`config.mk`:
```
export PLATFORM = sky130hd
export DESIGN_NAME = fuzzy_max_min_rule_inference_flat
export DESIGN_NICKNAME = d
export VERILOG_FILES = /design/src/hw/rtl/fmmri_pkg.sv /design/src/hw/rtl/fmmri_ifs.sv /design/src/hw/rtl/fmmri_ram.sv /design/src/hw/rtl/fmmri_cmp.sv /design/src/hw/rtl/fuzzy_max_min_rule_inference.sv /design/src/flat_wrapper.sv
export SDC_FILE = /design/constraint.sdc
export NUM_CORES = 2
export LEC_CHECK = 0
export ABC_AREA = 1
export BUFFER_PORTS_ARGS = -buffer_cell sky130_fd_sc_hd__buf_2
export CAP_MARGIN = 10
export CORE_ASPECT_RATIO = 0.6
export CORE_UTILIZATION = 45
export CTS_CLUSTER_SIZE = 24
export DETAILED_ROUTE_END_ITERATION = 10
export HOLD_SLACK_MARGIN = 0.06
export PLACE_DENSITY_LB_ADDON = 0.15
export SLEW_MARGIN = 20
export SYNTH_ARGS = -nofsm -noshare
export SYNTH_HDL_FRONTEND = slang
export SYNTH_MEMORY_MAX_BITS = 65536
export SYNTH_SLANG_ARGS = --single-unit
```
`constraint.sdc`:
```
create_clock -name clk -period 3.95 [get_ports clk]
set_input_delay 0 -clock clk [delete_from_list [all_inputs] [get_ports clk]]
set_output_delay 0 -clock clk [all_outputs]
set_load 0.05 [all_outputs]
```
`src/hw/rtl/fmmri_pkg.sv`:
```
`default_nettype none
// ----------------------------------------------------------------------------
// fmmri_pkg - shared types and constants for the max-min inference block
// Field widths, index ranges, operation and status codes, address helpers.
// ----------------------------------------------------------------------------
package fmmri_pkg;

  localparam int unsigned OP_W         = 2;
  localparam int unsigned IDX_W        = 4;
  localparam int unsigned LIM_W        = IDX_W + 1;
  localparam int unsigned DEG_W        = 16;
  localparam int unsigned STAT_W       = 2;
  localparam int unsigned OVAR_W       = 2;
  localparam int unsigned OTERM_W      = 3;
  localparam int unsigned RULE_COUNT_W = 7;
  localparam int unsigned CFG_W        = 3;
  localparam int unsigned PAIR_W       = 2 * IDX_W;

  localparam int unsigned MAX_TERMS       = 8;
  localparam int unsigned MAX_INPUT_VARS  = 8;
  localparam int unsigned MAX_OUTPUT_VARS = 4;

  localparam int unsigned DEG_DEPTH = MAX_INPUT_VARS * MAX_TERMS;
  localparam int unsigned DEG_AW    = $clog2(DEG_DEPTH);
  localparam int unsigned AGG_DEPTH = MAX_OUTPUT_VARS * MAX_TERMS;
  localparam int unsigned AGG_AW    = $clog2(AGG_DEPTH);

  localparam logic [DEG_W-1:0] ONE_Q16 = 16'hFFFF;

  typedef enum logic [OP_W-1:0] {
    OP_ADD_ANTE   = 2'd0,
    OP_COMMIT     = 2'd1,
    OP_SET_DEGREE = 2'd2,
    OP_RUN        = 2'd3
  } op_t;

  typedef enum logic [STAT_W-1:0] {
    STAT_OK         = 2'd0,
    STAT_ANTE_FULL  = 2'd1,
    STAT_TABLE_FULL = 2'd2,
    STAT_BAD_INDEX  = 2'd3
  } status_t;

  typedef enum logic {
    CMP_MIN = 1'b0,
    CMP_MAX = 1'b1
  } cmp_mode_t;

  // Non-negative and below the limit.
  function automatic logic idx_ok(input logic [IDX_W-1:0] v, input logic [LIM_W-1:0] lim);
    return !v[IDX_W-1] && ({1'b0, v} < lim);
  endfunction

  function automatic logic [DEG_AW-1:0] deg_addr(input logic [IDX_W-1:0] v,
                                                 input logic [IDX_W-1:0] t);
    return DEG_AW'(v) * DEG_AW'(MAX_TERMS) + DEG_AW'(t);
  endfunction

  function automatic logic [AGG_AW-1:0] agg_addr(input logic [IDX_W-1:0] v,
                                                 input logic [IDX_W-1:0] t);
    return AGG_AW'(v) * AGG_AW'(MAX_TERMS) + AGG_AW'(t);
  endfunction

endpackage
`default_nettype wire

```
`src/hw/rtl/fmmri_ifs.sv`:
```
`default_nettype none
// ----------------------------------------------------------------------------
// fmmri_ifs - request, result and configuration channels
// Valid/ready channels; a transfer happens when both are high at a clock edge.
// ----------------------------------------------------------------------------
interface fmmri_item_if;
  import fmmri_pkg::*;
  logic                     valid;
  logic                     ready;
  logic [OP_W-1:0]          operation;
  logic signed [IDX_W-1:0]  var_index;
  logic signed [IDX_W-1:0]  term_index;
  logic [DEG_W-1:0]         degree_value;

  modport source (output valid, operation, var_index, term_index, degree_value,
                  input ready);
  modport sink   (input valid, operation, var_index, term_index, degree_value,
                  output ready);
endinterface

interface fmmri_result_if;
  import fmmri_pkg::*;
  logic                    valid;
  logic                    ready;
  logic [STAT_W-1:0]       status;
  logic [OVAR_W-1:0]       out_var;
  logic [OTERM_W-1:0]      out_term;
  logic [DEG_W-1:0]        strength;
  logic [RULE_COUNT_W-1:0] rule_count;
  logic                    last;

  modport source (output valid, status, out_var, out_term, strength, rule_count, last,
                  input ready);
  modport sink   (input valid, status, out_var, out_term, strength, rule_count, last,
                  output ready);
endinterface

interface fmmri_cfg_if;
  import fmmri_pkg::*;
  logic             valid;
  logic             ready;
  logic [CFG_W-1:0] num_output_vars;

  modport source (output valid, num_output_vars, input ready);
  modport sink   (input valid, num_output_vars, output ready);
endinterface
`default_nettype wire

```
`src/hw/rtl/fmmri_ram.sv`:
```
`default_nettype none
// ----------------------------------------------------------------------------
// fmmri_ram - single-port-write, single-port-read synchronous memory
// One write and one registered read per cycle; read data holds when idle.
// ----------------------------------------------------------------------------
module fmmri_ram #(
  parameter int unsigned WIDTH = 8,
  parameter int unsigned DEPTH = 64,
  parameter int unsigned AW    = (DEPTH > 1) ? $clog2(DEPTH) : 1
) (
  input  wire logic             clk,
  input  wire logic             we,
  input  wire logic [AW-1:0]    waddr,
  input  wire logic [WIDTH-1:0] wdata,
  input  wire logic             re,
  input  wire logic [AW-1:0]    raddr,
  output      logic [WIDTH-1:0] rdata
);

  logic [WIDTH-1:0] mem [DEPTH];

  always_ff @(posedge clk) begin
    if (we) begin
      mem[waddr] <= wdata;
    end
  end

  always_ff @(posedge clk) begin
    if (re) begin
      rdata <= mem[raddr];
    end
  end

endmodule
`default_nettype wire

```
`src/hw/rtl/fmmri_cmp.sv`:
```
`default_nettype none
// ----------------------------------------------------------------------------
// fmmri_cmp - shared compare-and-select unit
// One magnitude comparator serving the rule minimum and the term maximum.
// ----------------------------------------------------------------------------
module fmmri_cmp (
  input  wire fmmri_pkg::cmp_mode_t       mode,
  input  wire logic [fmmri_pkg::DEG_W-1:0] a,
  input  wire logic [fmmri_pkg::DEG_W-1:0] b,
  output      logic [fmmri_pkg::DEG_W-1:0] y
);
  import fmmri_pkg::*;

  logic b_lt_a;

  assign b_lt_a = (b < a);
  // min takes b when smaller, max takes b when not smaller
  assign y = (b_lt_a == (mode == CMP_MIN)) ? b : a;

endmodule
`default_nettype wire

```
`src/hw/rtl/fuzzy_max_min_rule_inference.sv`:
```
`default_nettype none
// ----------------------------------------------------------------------------
// fuzzy_max_min_rule_inference - Mamdani max-min rule inference engine
// Builds a rule table and a degree table, then aggregates rule strengths.
// ----------------------------------------------------------------------------
//  channel | direction | carries
//  --------+-----------+----------------------------------------------------
//  item    | in        | operation, var_index, term_index, degree_value
//  result  | out       | status, out_var, out_term, strength, rule_count, last
//  cfg     | in        | num_output_vars (always ready)
//
//  Load requests (add antecedent, commit, set degree) each answer with a
//  single result; the next request is taken in the following cycle unless
//  that result is still held by the consumer.
//  A run walks every rule (an out-of-range antecedent ends its rule with
//  zero strength; a rule whose consequent is out of range adds nothing), then
//  emits one result for each term of each configured output variable,
//  stalling while the consumer holds one; the walk is bounded by the single
//  shared comparator and the one read port of each table. No request is
//  taken during a run.
//  Reset (synchronous, rst high) empties the rule table and pending rule by
//  count and the degree table by valid bits at once; there is no clearing pass.
//  A stalled result holds in the output register; the sequencer waits on it.
// ----------------------------------------------------------------------------
module fuzzy_max_min_rule_inference #(
  parameter int unsigned MAX_RULES       = 64,
  parameter int unsigned MAX_ANTECEDENTS = 4
) (
  input wire logic        clk,
  input wire logic        rst,
  fmmri_item_if.sink      item,
  fmmri_result_if.source  result,
  fmmri_cfg_if.sink       cfg
);
  import fmmri_pkg::*;

  localparam int unsigned RULE_CW    = $clog2(MAX_RULES + 1);
  localparam int unsigned RULE_AW    = (MAX_RULES > 1) ? $clog2(MAX_RULES) : 1;
  localparam int unsigned ANTE_CW    = $clog2(MAX_ANTECEDENTS + 1);
  localparam int unsigned ANTE_IW    = (MAX_ANTECEDENTS > 1) ? $clog2(MAX_ANTECEDENTS) : 1;
  localparam int unsigned ANTE_DEPTH = MAX_RULES * MAX_ANTECEDENTS;
  localparam int unsigned ANTE_AW    = (ANTE_DEPTH > 1) ? $clog2(ANTE_DEPTH) : 1;
  localparam int unsigned META_W     = ANTE_CW + PAIR_W;

  // Sequencer states, one-hot.
  typedef enum logic [9:0] {
    S_IDLE    = 10'b00_0000_0001,
    S_RULE    = 10'b00_0000_0010,
    S_META    = 10'b00_0000_0100,
    S_ANTE_RD = 10'b00_0000_1000,
    S_ANTE    = 10'b00_0001_0000,
    S_DEG     = 10'b00_0010_0000,
    S_AGG     = 10'b00_0100_0000,
    S_AGG_WR  = 10'b00_1000_0000,
    S_EMIT_RD = 10'b01_0000_0000,
    S_EMIT_LD = 10'b10_0000_0000
  } state_t;

  state_t state, state_next;

  // Architectural state.
  logic [RULE_CW-1:0] rule_total, rule_total_next;
  logic [ANTE_CW-1:0] pending_count, pending_next;
  logic [CFG_W-1:0]   nov_reg;

  // Run context.
  logic [CFG_W-1:0]   run_nov;
  logic [RULE_CW-1:0] r;
  logic [ANTE_IW-1:0] ai;
  logic [DEG_W-1:0]   acc;
  logic [OVAR_W-1:0]  emit_var;
  logic [OTERM_W-1:0] emit_term;

  // Output register.
  logic                    res_valid;
  status_t                 res_status;
  logic [OVAR_W-1:0]       res_var;
  logic [OTERM_W-1:0]      res_term;
  logic [DEG_W-1:0]        res_strength;
  logic [RULE_COUNT_W-1:0] res_rule_count;
  logic                    res_last;

  // Result load controls.
  logic               ld_res;
  status_t            ld_status;
  logic [OVAR_W-1:0]  ld_var;
  logic [OTERM_W-1:0] ld_term;
  logic [DEG_W-1:0]   ld_strength;
  logic               ld_last;

  // Request decode.
  logic             item_fire;
  logic             out_free;
  op_t              op;
  logic [IDX_W-1:0] vi;
  logic [IDX_W-1:0] ti;
  logic             pend_full;
  logic             rule_room;
  logic             deg_wr_ok;
  logic             run_start;
  logic [CFG_W-1:0] nov_clamped;

  // Degree table with reset valid bits.
  logic                 deg_we, deg_re;
  logic [DEG_AW-1:0]    deg_waddr, deg_raddr;
  logic [DEG_W-1:0]     deg_rdata, deg_data;
  logic [DEG_DEPTH-1:0] deg_valid;
  logic                 deg_valid_q;

  // Antecedent store.
  logic                ante_we, ante_re;
  logic [ANTE_AW-1:0]  ante_waddr, ante_raddr;
  logic [PAIR_W-1:0]   ante_rdata;
  logic [IDX_W-1:0]    avar, aterm;
  logic                ante_ok, ante_last;

  // Rule metadata: antecedent count and consequent.
  logic                meta_we, meta_re;
  logic [RULE_AW-1:0]  meta_waddr, meta_raddr;
  logic [META_W-1:0]   meta_wdata, meta_rdata;
  logic [ANTE_CW-1:0]  cnt;
  logic [IDX_W-1:0]    cvar, cterm;
  logic                cons_ok;
  logic                rules_done;

  // Aggregate store, valid bits cleared on each run.
  logic                 agg_we, agg_re;
  logic [AGG_AW-1:0]    cons_idx, emit_idx, agg_raddr;
  logic [DEG_W-1:0]     agg_rdata, agg_data;
  logic [AGG_DEPTH-1:0] agg_valid;
  logic                 agg_valid_q;
  logic                 emit_last;

  // Shared comparator.
  cmp_mode_t        cmp_mode;
  logic [DEG_W-1:0] cmp_a, cmp_b, cmp_y;

  // --------------------------------------------------------------------------
  // Handshake and request decode
  // --------------------------------------------------------------------------
  assign out_free   = !res_valid || result.ready;
  assign item.ready = (state == S_IDLE) && out_free;
  assign item_fire  = item.valid && item.ready;
  assign cfg.ready  = 1'b1;

  assign op        = op_t'(item.operation);
  assign vi        = item.var_index;
  assign ti        = item.term_index;
  assign pend_full = (pending_count >= ANTE_CW'(MAX_ANTECEDENTS));
  assign rule_room = (rule_total < RULE_CW'(MAX_RULES));
  assign deg_wr_ok = idx_ok(vi, LIM_W'(MAX_INPUT_VARS)) && idx_ok(ti, LIM_W'(MAX_TERMS));
  assign run_start = item_fire && (op == OP_RUN);

  // Saturate the output variable count into its legal range.
  always_comb begin
    if (nov_reg == '0) begin
      nov_clamped = CFG_W'(1);
    end else if (nov_reg > CFG_W'(MAX_OUTPUT_VARS)) begin
      nov_clamped = CFG_W'(MAX_OUTPUT_VARS);
    end else begin
      nov_clamped = nov_reg;
    end
  end

  // --------------------------------------------------------------------------
  // Table fields
  // --------------------------------------------------------------------------
  assign cnt   = meta_rdata[META_W-1 -: ANTE_CW];
  assign cvar  = meta_rdata[PAIR_W-1 -: IDX_W];
  assign cterm = meta_rdata[IDX_W-1:0];
  assign avar  = ante_rdata[PAIR_W-1 -: IDX_W];
  assign aterm = ante_rdata[IDX_W-1:0];

  assign rules_done = (r == rule_total);
  assign ante_ok    = idx_ok(avar, LIM_W'(MAX_INPUT_VARS)) && idx_ok(aterm, LIM_W'(MAX_TERMS));
  assign ante_last  = ((ANTE_CW'(ai) + ANTE_CW'(1)) == cnt);
  assign cons_ok    = idx_ok(cvar, LIM_W'(run_nov)) && idx_ok(cterm, LIM_W'(MAX_TERMS));
  assign cons_idx   = agg_addr(cvar, cterm);
  assign emit_idx   = agg_addr(IDX_W'(emit_var), IDX_W'(emit_term));
  assign emit_last  = (emit_var == OVAR_W'(run_nov - CFG_W'(1))) &&
                      (emit_term == OTERM_W'(MAX_TERMS - 1));

  // Entries never written since reset (or since the run began) read as zero.
  assign deg_data = deg_valid_q ? deg_rdata : '0;
  assign agg_data = agg_valid_q ? agg_rdata : '0;

  // --------------------------------------------------------------------------
  // Memory ports
  // --------------------------------------------------------------------------
  // Pending antecedents go straight into the slot of the rule being built;
  // a commit only has to record the count and the consequent.
  assign ante_we    = item_fire && (op == OP_ADD_ANTE) && !pend_full && rule_room;
  assign ante_waddr = ANTE_AW'(rule_total) * ANTE_AW'(MAX_ANTECEDENTS) +
                      ANTE_AW'(pending_count);
  assign ante_re    = (state == S_ANTE_RD);
  assign ante_raddr = ANTE_AW'(r) * ANTE_AW'(MAX_ANTECEDENTS) + ANTE_AW'(ai);

  assign meta_we    = item_fire && (op == OP_COMMIT) && rule_room;
  assign meta_waddr = RULE_AW'(rule_total);
  assign meta_wdata = {pending_count, vi, ti};
  assign meta_re    = (state == S_RULE) && !rules_done;
  assign meta_raddr = RULE_AW'(r);

  assign deg_we    = item_fire && (op == OP_SET_DEGREE) && deg_wr_ok;
  assign deg_waddr = deg_addr(vi, ti);
  assign deg_re    = (state == S_ANTE) && ante_ok;
  assign deg_raddr = deg_addr(avar, aterm);

  assign agg_we    = (state == S_AGG_WR);
  assign agg_re    = ((state == S_AGG) && cons_ok) || (state == S_EMIT_RD);
  assign agg_raddr = (state == S_EMIT_RD) ? emit_idx : cons_idx;

  fmmri_ram #(.WIDTH(PAIR_W), .DEPTH(ANTE_DEPTH), .AW(ANTE_AW)) u_ante_ram (
    .clk   (clk),
    .we    (ante_we),
    .waddr (ante_waddr),
    .wdata ({vi, ti}),
    .re    (ante_re),
    .raddr (ante_raddr),
    .rdata (ante_rdata)
  );

  fmmri_ram #(.WIDTH(META_W), .DEPTH(MAX_RULES), .AW(RULE_AW)) u_meta_ram (
    .clk   (clk),
    .we    (meta_we),
    .waddr (meta_waddr),
    .wdata (meta_wdata),
    .re    (meta_re),
    .raddr (meta_raddr),
    .rdata (meta_rdata)
  );

  fmmri_ram #(.WIDTH(DEG_W), .DEPTH(DEG_DEPTH), .AW(DEG_AW)) u_deg_ram (
    .clk   (clk),
    .we    (deg_we),
    .waddr (deg_waddr),
    .wdata (item.degree_value),
    .re    (deg_re),
    .raddr (deg_raddr),
    .rdata (deg_rdata)
  );

  fmmri_ram #(.WIDTH(DEG_W), .DEPTH(AGG_DEPTH), .AW(AGG_AW)) u_agg_ram (
    .clk   (clk),
    .we    (agg_we),
    .waddr (cons_idx),
    .wdata (cmp_y),
    .re    (agg_re),
    .raddr (agg_raddr),
    .rdata (agg_rdata)
  );

  // Valid bits travel with the registered read data.
  always_ff @(posedge clk) begin
    if (rst) begin
      deg_valid   <= '0;
      deg_valid_q <= 1'b0;
    end else begin
      if (deg_we) begin
        deg_valid[deg_waddr] <= 1'b1;
      end
      if (deg_re) begin
        deg_valid_q <= deg_valid[deg_raddr];
      end
    end
  end

  always_ff @(posedge clk) begin
    if (rst) begin
      agg_valid   <= '0;
      agg_valid_q <= 1'b0;
    end else begin
      if (run_start) begin
        agg_valid <= '0;
      end else if (agg_we) begin
        agg_valid[cons_idx] <= 1'b1;
      end
      if (agg_re) begin
        agg_valid_q <= agg_valid[agg_raddr];
      end
    end
  end

  // --------------------------------------------------------------------------
  // Shared comparator: minimum over antecedents, maximum into the aggregate
  // --------------------------------------------------------------------------
  assign cmp_mode = (state == S_DEG) ? CMP_MIN : CMP_MAX;
  assign cmp_a    = (state == S_DEG) ? acc : agg_data;
  assign cmp_b    = (state == S_DEG) ? deg_data : acc;

  fmmri_cmp u_cmp (
    .mode (cmp_mode),
    .a    (cmp_a),
    .b    (cmp_b),
    .y    (cmp_y)
  );

  // --------------------------------------------------------------------------
  // Sequencer
  // --------------------------------------------------------------------------
  always_comb begin
    state_next      = state;
    rule_total_next = rule_total;
    pending_next    = pending_count;
    ld_res          = 1'b0;
    ld_status       = STAT_OK;
    ld_var          = '0;
    ld_term         = '0;
    ld_strength     = '0;
    ld_last         = 1'b1;
    case (state)
      S_IDLE: begin
        if (item_fire) begin
          ld_res = 1'b1;
          case (op)
            OP_ADD_ANTE: begin
              if (pend_full) begin
                ld_status = STAT_ANTE_FULL;
              end else begin
                pending_next = pending_count + ANTE_CW'(1);
              end
            end
            OP_COMMIT: begin
              if (!rule_room) begin
                ld_status = STAT_TABLE_FULL;
              end else begin
                rule_total_next = rule_total + RULE_CW'(1);
              end
              // drop the pending rule either way
              pending_next = '0;
            end
            OP_SET_DEGREE: begin
              if (!deg_wr_ok) begin
                ld_status = STAT_BAD_INDEX;
              end
            end
            OP_RUN: begin
              ld_res     = 1'b0;
              state_next = S_RULE;
            end
            default: begin
              ld_res = 1'b0;
            end
          endcase
        end
      end
      S_RULE:    state_next = rules_done ? S_EMIT_RD : S_META;
      S_META:    state_next = (cnt == '0) ? S_AGG : S_ANTE_RD;
      S_ANTE_RD: state_next = S_ANTE;
      S_ANTE:    state_next = ante_ok ? S_DEG : S_AGG;
      S_DEG:     state_next = ante_last ? S_AGG : S_ANTE_RD;
      S_AGG:     state_next = cons_ok ? S_AGG_WR : S_RULE;
      S_AGG_WR:  state_next = S_RULE;
      S_EMIT_RD: state_next = S_EMIT_LD;
      S_EMIT_LD: begin
        // hold the read data until the output register is free
        if (out_free) begin
          ld_res      = 1'b1;
          ld_var      = emit_var;
          ld_term     = emit_term;
          ld_strength = agg_data;
          ld_last     = emit_last;
          state_next  = emit_last ? S_IDLE : S_EMIT_RD;
        end
      end
      default:   state_next = S_IDLE;
    endcase
  end

  always_ff @(posedge clk) begin
    if (rst) begin
      state         <= S_IDLE;
      rule_total    <= '0;
      pending_count <= '0;
      nov_reg       <= CFG_W'(1);
      run_nov       <= CFG_W'(1);
      r             <= '0;
      ai            <= '0;
      acc           <= '0;
      emit_var      <= '0;
      emit_term     <= '0;
      res_valid     <= 1'b0;
    end else begin
      state         <= state_next;
      rule_total    <= rule_total_next;
      pending_count <= pending_next;
      if (cfg.valid) begin
        nov_reg <= cfg.num_output_vars;
      end
      if (ld_res) begin
        res_valid <= 1'b1;
      end else if (result.ready) begin
        res_valid <= 1'b0;
      end
      case (state)
        S_IDLE: begin
          if (run_start) begin
            r         <= '0;
            emit_var  <= '0;
            emit_term <= '0;
            run_nov   <= nov_clamped;
          end
        end
        S_META: begin
          ai  <= '0;
          // a rule with no antecedents has zero strength
          acc <= (cnt == '0) ? '0 : ONE_Q16;
        end
        S_ANTE: begin
          if (!ante_ok) begin
            acc <= '0;
          end
        end
        S_DEG: begin
          acc <= cmp_y;
          ai  <= ai + ANTE_IW'(1);
        end
        S_AGG: begin
          if (!cons_ok) begin
            r <= r + RULE_CW'(1);
          end
        end
        S_AGG_WR: begin
          r <= r + RULE_CW'(1);
        end
        S_EMIT_LD: begin
          if (out_free && !emit_last) begin
            if (emit_term == OTERM_W'(MAX_TERMS - 1)) begin
              emit_term <= '0;
              emit_var  <= emit_var + OVAR_W'(1);
            end else begin
              emit_term <= emit_term + OTERM_W'(1);
            end
          end
        end
        default: begin
        end
      endcase
    end
  end

  // Result payload; rule_count reflects the table after this request.
  always_ff @(posedge clk) begin
    if (ld_res) begin
      res_status     <= ld_status;
      res_var        <= ld_var;
      res_term       <= ld_term;
      res_strength   <= ld_strength;
      res_rule_count <= RULE_COUNT_W'(rule_total_next);
      res_last       <= ld_last;
    end
  end

  assign result.valid      = res_valid;
  assign result.status     = res_status;
  assign result.out_var    = res_var;
  assign result.out_term   = res_term;
  assign result.strength   = res_strength;
  assign result.rule_count = res_rule_count;
  assign result.last       = res_last;

endmodule
`default_nettype wire

```
`src/flat_wrapper.sv`:
```
// flat-port wrapper written by rule: the top's interface ports become plain ports
module fuzzy_max_min_rule_inference_flat import fmmri_pkg::*;
#(
  parameter int unsigned MAX_RULES       = 64,
  parameter int unsigned MAX_ANTECEDENTS = 4
)
  (clk, rst, item_valid, item_operation, item_var_index, item_term_index, item_degree_value, item_ready, result_valid, result_status, result_out_var, result_out_term, result_strength, result_rule_count, result_last, result_ready, cfg_valid, cfg_num_output_vars, cfg_ready);
  fmmri_item_if item_i ();
  fmmri_result_if result_i ();
  fmmri_cfg_if cfg_i ();
  input wire logic clk;
  input wire logic rst;
  input wire logic [$bits(item_i.valid)-1:0] item_valid;
  input wire logic [$bits(item_i.operation)-1:0] item_operation;
  input wire logic [$bits(item_i.var_index)-1:0] item_var_index;
  input wire logic [$bits(item_i.term_index)-1:0] item_term_index;
  input wire logic [$bits(item_i.degree_value)-1:0] item_degree_value;
  output wire logic [$bits(item_i.ready)-1:0] item_ready;
  output wire logic [$bits(result_i.valid)-1:0] result_valid;
  output wire logic [$bits(result_i.status)-1:0] result_status;
  output wire logic [$bits(result_i.out_var)-1:0] result_out_var;
  output wire logic [$bits(result_i.out_term)-1:0] result_out_term;
  output wire logic [$bits(result_i.strength)-1:0] result_strength;
  output wire logic [$bits(result_i.rule_count)-1:0] result_rule_count;
  output wire logic [$bits(result_i.last)-1:0] result_last;
  input wire logic [$bits(result_i.ready)-1:0] result_ready;
  input wire logic [$bits(cfg_i.valid)-1:0] cfg_valid;
  input wire logic [$bits(cfg_i.num_output_vars)-1:0] cfg_num_output_vars;
  output wire logic [$bits(cfg_i.ready)-1:0] cfg_ready;
  assign item_i.valid = item_valid;
  assign item_i.operation = item_operation;
  assign item_i.var_index = item_var_index;
  assign item_i.term_index = item_term_index;
  assign item_i.degree_value = item_degree_value;
  assign item_ready = item_i.ready;
  assign result_valid = result_i.valid;
  assign result_status = result_i.status;
  assign result_out_var = result_i.out_var;
  assign result_out_term = result_i.out_term;
  assign result_strength = result_i.strength;
  assign result_rule_count = result_i.rule_count;
  assign result_last = result_i.last;
  assign result_i.ready = result_ready;
  assign cfg_i.valid = cfg_valid;
  assign cfg_i.num_output_vars = cfg_num_output_vars;
  assign cfg_ready = cfg_i.ready;
  fuzzy_max_min_rule_inference #(.MAX_RULES(MAX_RULES), .MAX_ANTECEDENTS(MAX_ANTECEDENTS)) u_core (.clk(clk), .rst(rst), .item(item_i), .result(result_i), .cfg(cfg_i));
endmodule
```
; Word-level counts from Yosys, hierarchy flattened
; Memory sizes are Yosys's and may differ from the RTL's. A register that Yosys moved wholly into a read port is not among the register bits.
; Cells that the tools add are included.
[op_classes]
muxes = 65
n_bitwise = 2
reduce_logical = 57
eq_ne = 27
n_lt_le_gt_ge = 16
add_sub_neg = 14
[op_table]
columns = cell, count
row1 = 16-bit two-way mux, 7
row2 = 10-bit case mux with 10 select lines, 1
row3 = 64-bit OR, 1
row4 = 7-bit two-way mux, 9
row5 = 16-bit case mux with 3 select lines, 1
row6 = 32-bit OR, 1
row7 = 10-bit two-way mux, 3
row8 = 1-bit logical AND, 26
row9 = 7-bit case mux with 3 select lines, 1
row10 = 4-bit less-than comparator (second input constant), 5
row11 = 1-bit two-way mux, 18
row12 = 3-bit two-way mux, 6
row13 = 9-bit two-way mux, 2
row14 = 16-bit less-than comparator, 1
row15 = 7-bit by 1-bit adder with 7-bit output (second input constant), 2
row16 = 6-bit by 7-bit less-than comparator with 1-bit output (second input constant), 2
row17 = 6-bit by 4-bit adder with 6-bit output, 2
row18 = 5-bit by 6-bit less-than comparator with 1-bit output (second input constant), 2
row19 = 3-bit case mux with 2 select lines, 2
row20 = 10-bit by 1-bit == test with 1-bit output (second input constant), 1
row21 = 10-bit == test (second input constant), 1
row22 = 10-bit by 2-bit == test with 1-bit output (second input constant), 1
row23 = 10-bit by 3-bit == test with 1-bit output (second input constant), 1
row24 = 10-bit by 4-bit == test with 1-bit output (second input constant), 1
row25 = other kinds (48), 84
[word_totals]
reg_bits = 186
input_bits = 34
wordCells = 206
out_inout_bits = 34
mem_count = 4
mem_bits_rw = 4288
[memory_table]
columns = memory, depth, word_bits, rd, rd_ports_with_merged_regs, write_ports, line
row1 = u_core.u_ante_ram.mem, 256, 8, 1, 1, 1, fmmri_ram.sv:20  ; logic [WIDTH-1:0] mem [DEPTH];
row2 = u_core.u_deg_ram.mem, 64, 16, 1, 1, 1, fmmri_ram.sv:20
row3 = u_core.u_meta_ram.mem, 64, 11, 1, 1, 1, fmmri_ram.sv:20
row4 = u_core.u_agg_ram.mem, 32, 16, 1, 1, 1, fmmri_ram.sv:20

; Longest topological paths before layout
[logic_depth]
depth_word = 9
depth_mapped = 22
ltp_nobuf = 20

; By module
; Synthesis repeated with hierarchy kept, for this count alone.
[hier_totals]
hier_cells = 16175
hier_area_um2 = 186242.4
[modules_own_cells]
columns = module, area_each_um2, seq_area_each_um2, instances, cells_per_inst
row1 = fmmri_ram at u_core.u_ante_ram, 83476.3, 61739.2, 1, 7003
row2 = fmmri_ram at u_core.u_deg_ram, 42259.3, 31230.0, 1, 3517
row3 = fmmri_ram at u_core.u_meta_ram, 28935.3, 21470.6, 1, 2446
row4 = fmmri_ram at u_core.u_agg_ram, 21461.8, 15855.2, 1, 1794
row5 = fuzzy_max_min_rule_inference, 9384.0, 4033.9, 1, 1291
row6 = fmmri_cmp, 725.7, 0.0, 1, 124

; Worst setup path after synthesis
; No wires, ideal clock.
[synth_path]
kind = reg2reg
start = reg u_core.state[8]
end = mem u_core.u_agg_ram.mem[0][8] (netlist name) (data pin)
t_arrival_ps = 3088
path_buffers = 2
synth_period_minus_slack_ps = 3371
path_slack_ps = 579
setup_time_ps = 284
t_required_ps = 3666
stages_incl_launch_ff = 17
path_cell_list = dfxtp_1 > nor2_4 > nand2_1 > nor2_1 > nand2_2 > clkinv_1 > clkbuf_1 > a21oi_1 > ha_1 > nand2_1 > o21a_1 > o221a_2 > nand2_2 > nand2_2 > buf_4 > nand3_1 > and2_1
[synth_between]
elab_chain_cells = 5
word_cells_on_any_way = 6
cone_classes = order compare: 1 / eq/ne: 2 / mux: 3
[synth_rtl]
columns = element, line
row1 = "start, declared", fuzzy_max_min_rule_inference.sv:59  ; state_t state, state_next;
row2 = "start signal, assigned", fuzzy_max_min_rule_inference.sv:384  ; state <= state_next;
row3 = 10-bit by 6-bit == test with 1-bit output *, "fuzzy_max_min_rule_inference.sv:287, fuzzy_max_min_rule_inference.sv:288, fuzzy_max_min_rule_inference.sv:289"
row4 = 16-bit two-way mux (on tied branches), "fuzzy_max_min_rule_inference.sv:289, fuzzy_max_min_rule_inference.sv:288"
row5 = 16-bit less-than comparator, fmmri_cmp.sv:16  ; assign b_lt_a = (b < a);
row6 = 1-bit == test, fmmri_cmp.sv:18  ; assign y = (b_lt_a == (mode == CMP_MIN)) ? b : a;
row7 = 16-bit two-way mux *, fmmri_cmp.sv:18
row8 = via u_core.cmp_y[8], fuzzy_max_min_rule_inference.sv:136  ; logic [DEG_W-1:0] cmp_a, cmp_b, cmp_y;
row9 = "end, declared", fmmri_ram.sv:20
; The timed path passes the listed nets; every way through them passes the cells marked *.

; Final worst setup path
[layout_path]
start = reg u_core.u_ante_ram.rdata[0], read port of u_core.u_ante_ram.mem
end = reg u_core.u_deg_ram.rdata[3], read port of u_core.u_deg_ram.mem (data pin)
[layout_between]
elab_chain_cells = 4
word_cells_on_any_way = 5
cone_classes = add/sub: 1 / order compare: 1 / reduce/logical: 3
[layout_rtl]
columns = element, line
row1 = "start, declared", fmmri_ram.sv:17  ; output logic [WIDTH-1:0] rdata
row2 = 4-bit less-than comparator, fmmri_pkg.sv:51  ; return !v[IDX_W-1] && ({1'b0, v} < lim);
row3 = 1-bit logical AND, fmmri_pkg.sv:51
row4 = 1-bit logical AND, fuzzy_max_min_rule_inference.sv:175  ; assign ante_ok = idx_ok(avar, LIM_W'(MAX_INPUT_VARS)) && idx_ok(aterm, LIM_W'(MAX_TERMS));
row5 = 1-bit logical AND, fuzzy_max_min_rule_inference.sv:206  ; assign deg_re = (state == S_ANTE) && ante_ok;
row6 = "end, declared", fmmri_ram.sv:17
; Parallel ways exist; a longest one is shown, timed or not.
; A chain may end at the register's enable or synchronous reset.

==> out/metrics.yaml <==
tns_ns: 0
io_buffers: 66
initial_core_util: 0.4532
synth_cell_types: 58
setup_viol: 0
cap_viol_max_count: 0
grtUsageTotal: 0.2701
hpwl_um: 328000
first_pass_iters: 6
ctsRootBufferMaster: "clkbuf_16"
ys_warn_count: 0
ys_async_sr_fraction: 0
slew_violations: 0
final_cell_mix: "edfxtp_1, nor2_1, o21ai_0"
endpoint_kind: "flip-flop"
finalWirelength_um: 553600
cts_buffers: 412
grt_pass1_wl_um: 794400
power.leakage_nw: 66.29
largest_register_ffs: 2048
synth_flop_cell: "edfxtp_1"
drive_gt1_frac: 0.1169
largestRegisters: "u_core.u_ante_ram.mem x2048, u_core.u_deg_ram.mem x1024, u_core.u_meta_ram.mem x704"
synth_top_area_frac: 0.7370
netlist_area_sq_mm: 0.1781
final_common_cell: "edfxtp_1"
worstMarginPinSlew_ns: 1.226
wire_per_inst_um: 28.33
rsz0062_at_grt: "no"
regMostFlops: "u_core.u_ante_ram.mem"
synth_nets: 13630
finalInstanceArea_sq_mm: 0.2037
slew_headroom: 0.1809
synthCells: 13560
nNetsFinal: 14050
p_comb_frac: 0.029
cts_setup_buffers: 0
clkTransAtPathRegs_ns: 0.06
power_density_mw_per_mm2: 473.3
swShare: 0.2103
grt_pass1_vias: 112200
ant_nets: 0
synth-seq-area-share: 0.7544
clock_sinks: 4525
avgViaCountPerCell: 6.119
synth_top_cell_by_area: "edfxtp_1"
worstPathRequired_ns: 4.66
syn2layout_area_growth_pct: 14.41
status: "finished clean"
critPathArrivalTime_ns: 4.54
dieArea_sq_mm: 0.3983
ios: 68
finClkSkew_ns: 0.03385
gp_congestion: 0.9014
r2r_slack_ns: 0.12
p_sw_w: 0.02028
cts.htree.levels: 5
syn_avg_cell_area_sq_um: 13.13
cp_max_fo: 90
post-route-drc-count: 0
ir_drop_mv: 0.3911
vias: 119500
cts_tree: "yes"
drtIter0Drc: 17000
period_needed_ns: 3.830
p_int_w: 0.07614
rows: 178
period_share: 0.9696
path_class: "flip-flop to flip-flop"
die_h_um: 489.2
grt_max_degree: 164
synth-seq-cells: 4525
die_x_um: 814.1
clk_path_buf_depth: 4
clk_latency_ns: 0.98
hp-class: "input port to flip-flop"
core-area_sq_mm: 0.3929
hold_violations: 0
synth-edff-count: 4370
grt-ovfl-total: 0
synth.top_cells.by_area: "edfxtp_1, o21ai_0, nor2_1, o22ai_1, o221ai_1"
total_power_w: 0.09641
placed_cell_area_sq_mm: 0.1897
seqPwrFrac: 0.549
finalCoreUtilization: 0.5185
clkPwrFrac: 0.422
max_freq_mhz: 261.1
startpoint_type: "flip-flop"
antenna_found_initial: 30
## area by class of cell
cell class / instances / area (sq um)
Clock buffer: 507 / 10940
Clock inverter: 234 / 2450
Tap cell: 5220 / 6531
Sequential cell: 4525 / 134400
Timing Repair Buffer: 988 / 9289
Fill cell: 32880 / 189100
Antenna cell: 10 / 25.02
Inverter: 167 / 698.2
Multi-Input combinational cell: 7887 / 39440
## worst paths after layout
kind | startpoint | to | depth (start not counted)
hold reg to reg | u_core.deg_valid[2]$_SDFFE_PP0P_ | u_core.deg_valid[2]$_SDFFE_PP0P_ | 1
setup / recovery | u_core.u_ante_ram.rdata[0]$_DFFE_PP_ | u_core.u_deg_ram.rdata[3]$_DFFE_PP_ | 9
hold / removal | item_var_index[1] | u_core.u_ante_ram.mem[66][5]$_DFFE_PP_ | 2
setup reg to reg | u_core.u_ante_ram.rdata[0]$_DFFE_PP_ | u_core.u_deg_ram.rdata[3]$_DFFE_PP_ | 9
## worst max-delay path, cell delays in order (launching register included)
cell      delay [ns]
edfxtp_1        0.76
inv_8           0.35
buf_12          0.30
o21ai_0         0.18
o22ai_1         0.13
o21ai_0         0.23
o22ai_1         0.13
o211ai_1        0.84
o21ai_0         0.29
buf_4           0.24
## cells by family (layout without fill, tap and decap cells)
group / after synthesis / after routing / share of synthesized area
adders and majority gates: 33 / 33 / 0.002319
AOI/OAI and AO/OA: 3899 / 3899 / 0.1281
buffers and inverters: 1147 / 1896 / 0.02523
DFF: 4525 / 4525 / 0.7544
and+or+nand+nor: 3933 / 3933 / 0.08886
xor gates and xnor gates: 21 / 21 / 0.001033
other: 1 / 11 / 0.00002106
## metrics by stage
stage	worst slack [ns]	std cells	hold WS, ns
2_1_floorplan	0.5785	13560	0.09887
3_3_place_gp	0.2021	18730	0.3963
3_5_place_dp	0.2680	18730	0.3966
4_1_cts	0.2658	19530	0.06121
5_1_grt	0.03490	19530	0.08724
6_report	0.1202	19540	0.08623
## layer usage
| layer | wire length [um] | global-route usage | up-vias |
|---|---|---|---|
| met1 | 245600 | 0.4225 | 60410 |
| met5 | 161 | 0 | - |
| met3 | 66830 | 0.07115 | 791 |
| met4 | 13310 | 0.06232 | 10 |
| li1 | - | - | 51740 |
| met2 | 227700 | 0.3754 | 6588 |
## power groups by stage
stage	registers (W)	logic, W	clock network, W
floorplan	0.0543	0.000756	0
global placement	0.0540	0.00262	0
detailed placement	0.0540	0.00267	0
CTS	0.0529	0.00273	0.0412
global route	0.0529	0.00291	0.0429
finish	0.0529	0.00276	0.0407
## synth_stat cells (all sizes together) (10+ instances only)
cell type  number
a31oi          23
o211ai         34
ha             33
nor3           25
o221ai        397
a21oi         172
nand4          45
xor2           10
dfxtp         155
xnor2          11
inv           161
o21a           90
nand2         527
edfxtp       4370
a22oi          88
and2           17
nand3         531
buf           153
o21ai        2389
a221oi         90
nor2         2781
o22ai         568
clkbuf        827
o32ai          11
## repair_timing
item | in CTS | in global routing
resized for setup | 0 | 2
hold endpoints to repair | 2866 | 0
setup endpoints to repair | 0 | 128
hold buffers | 54 | 0
Power figures use the tool's default switching activity.
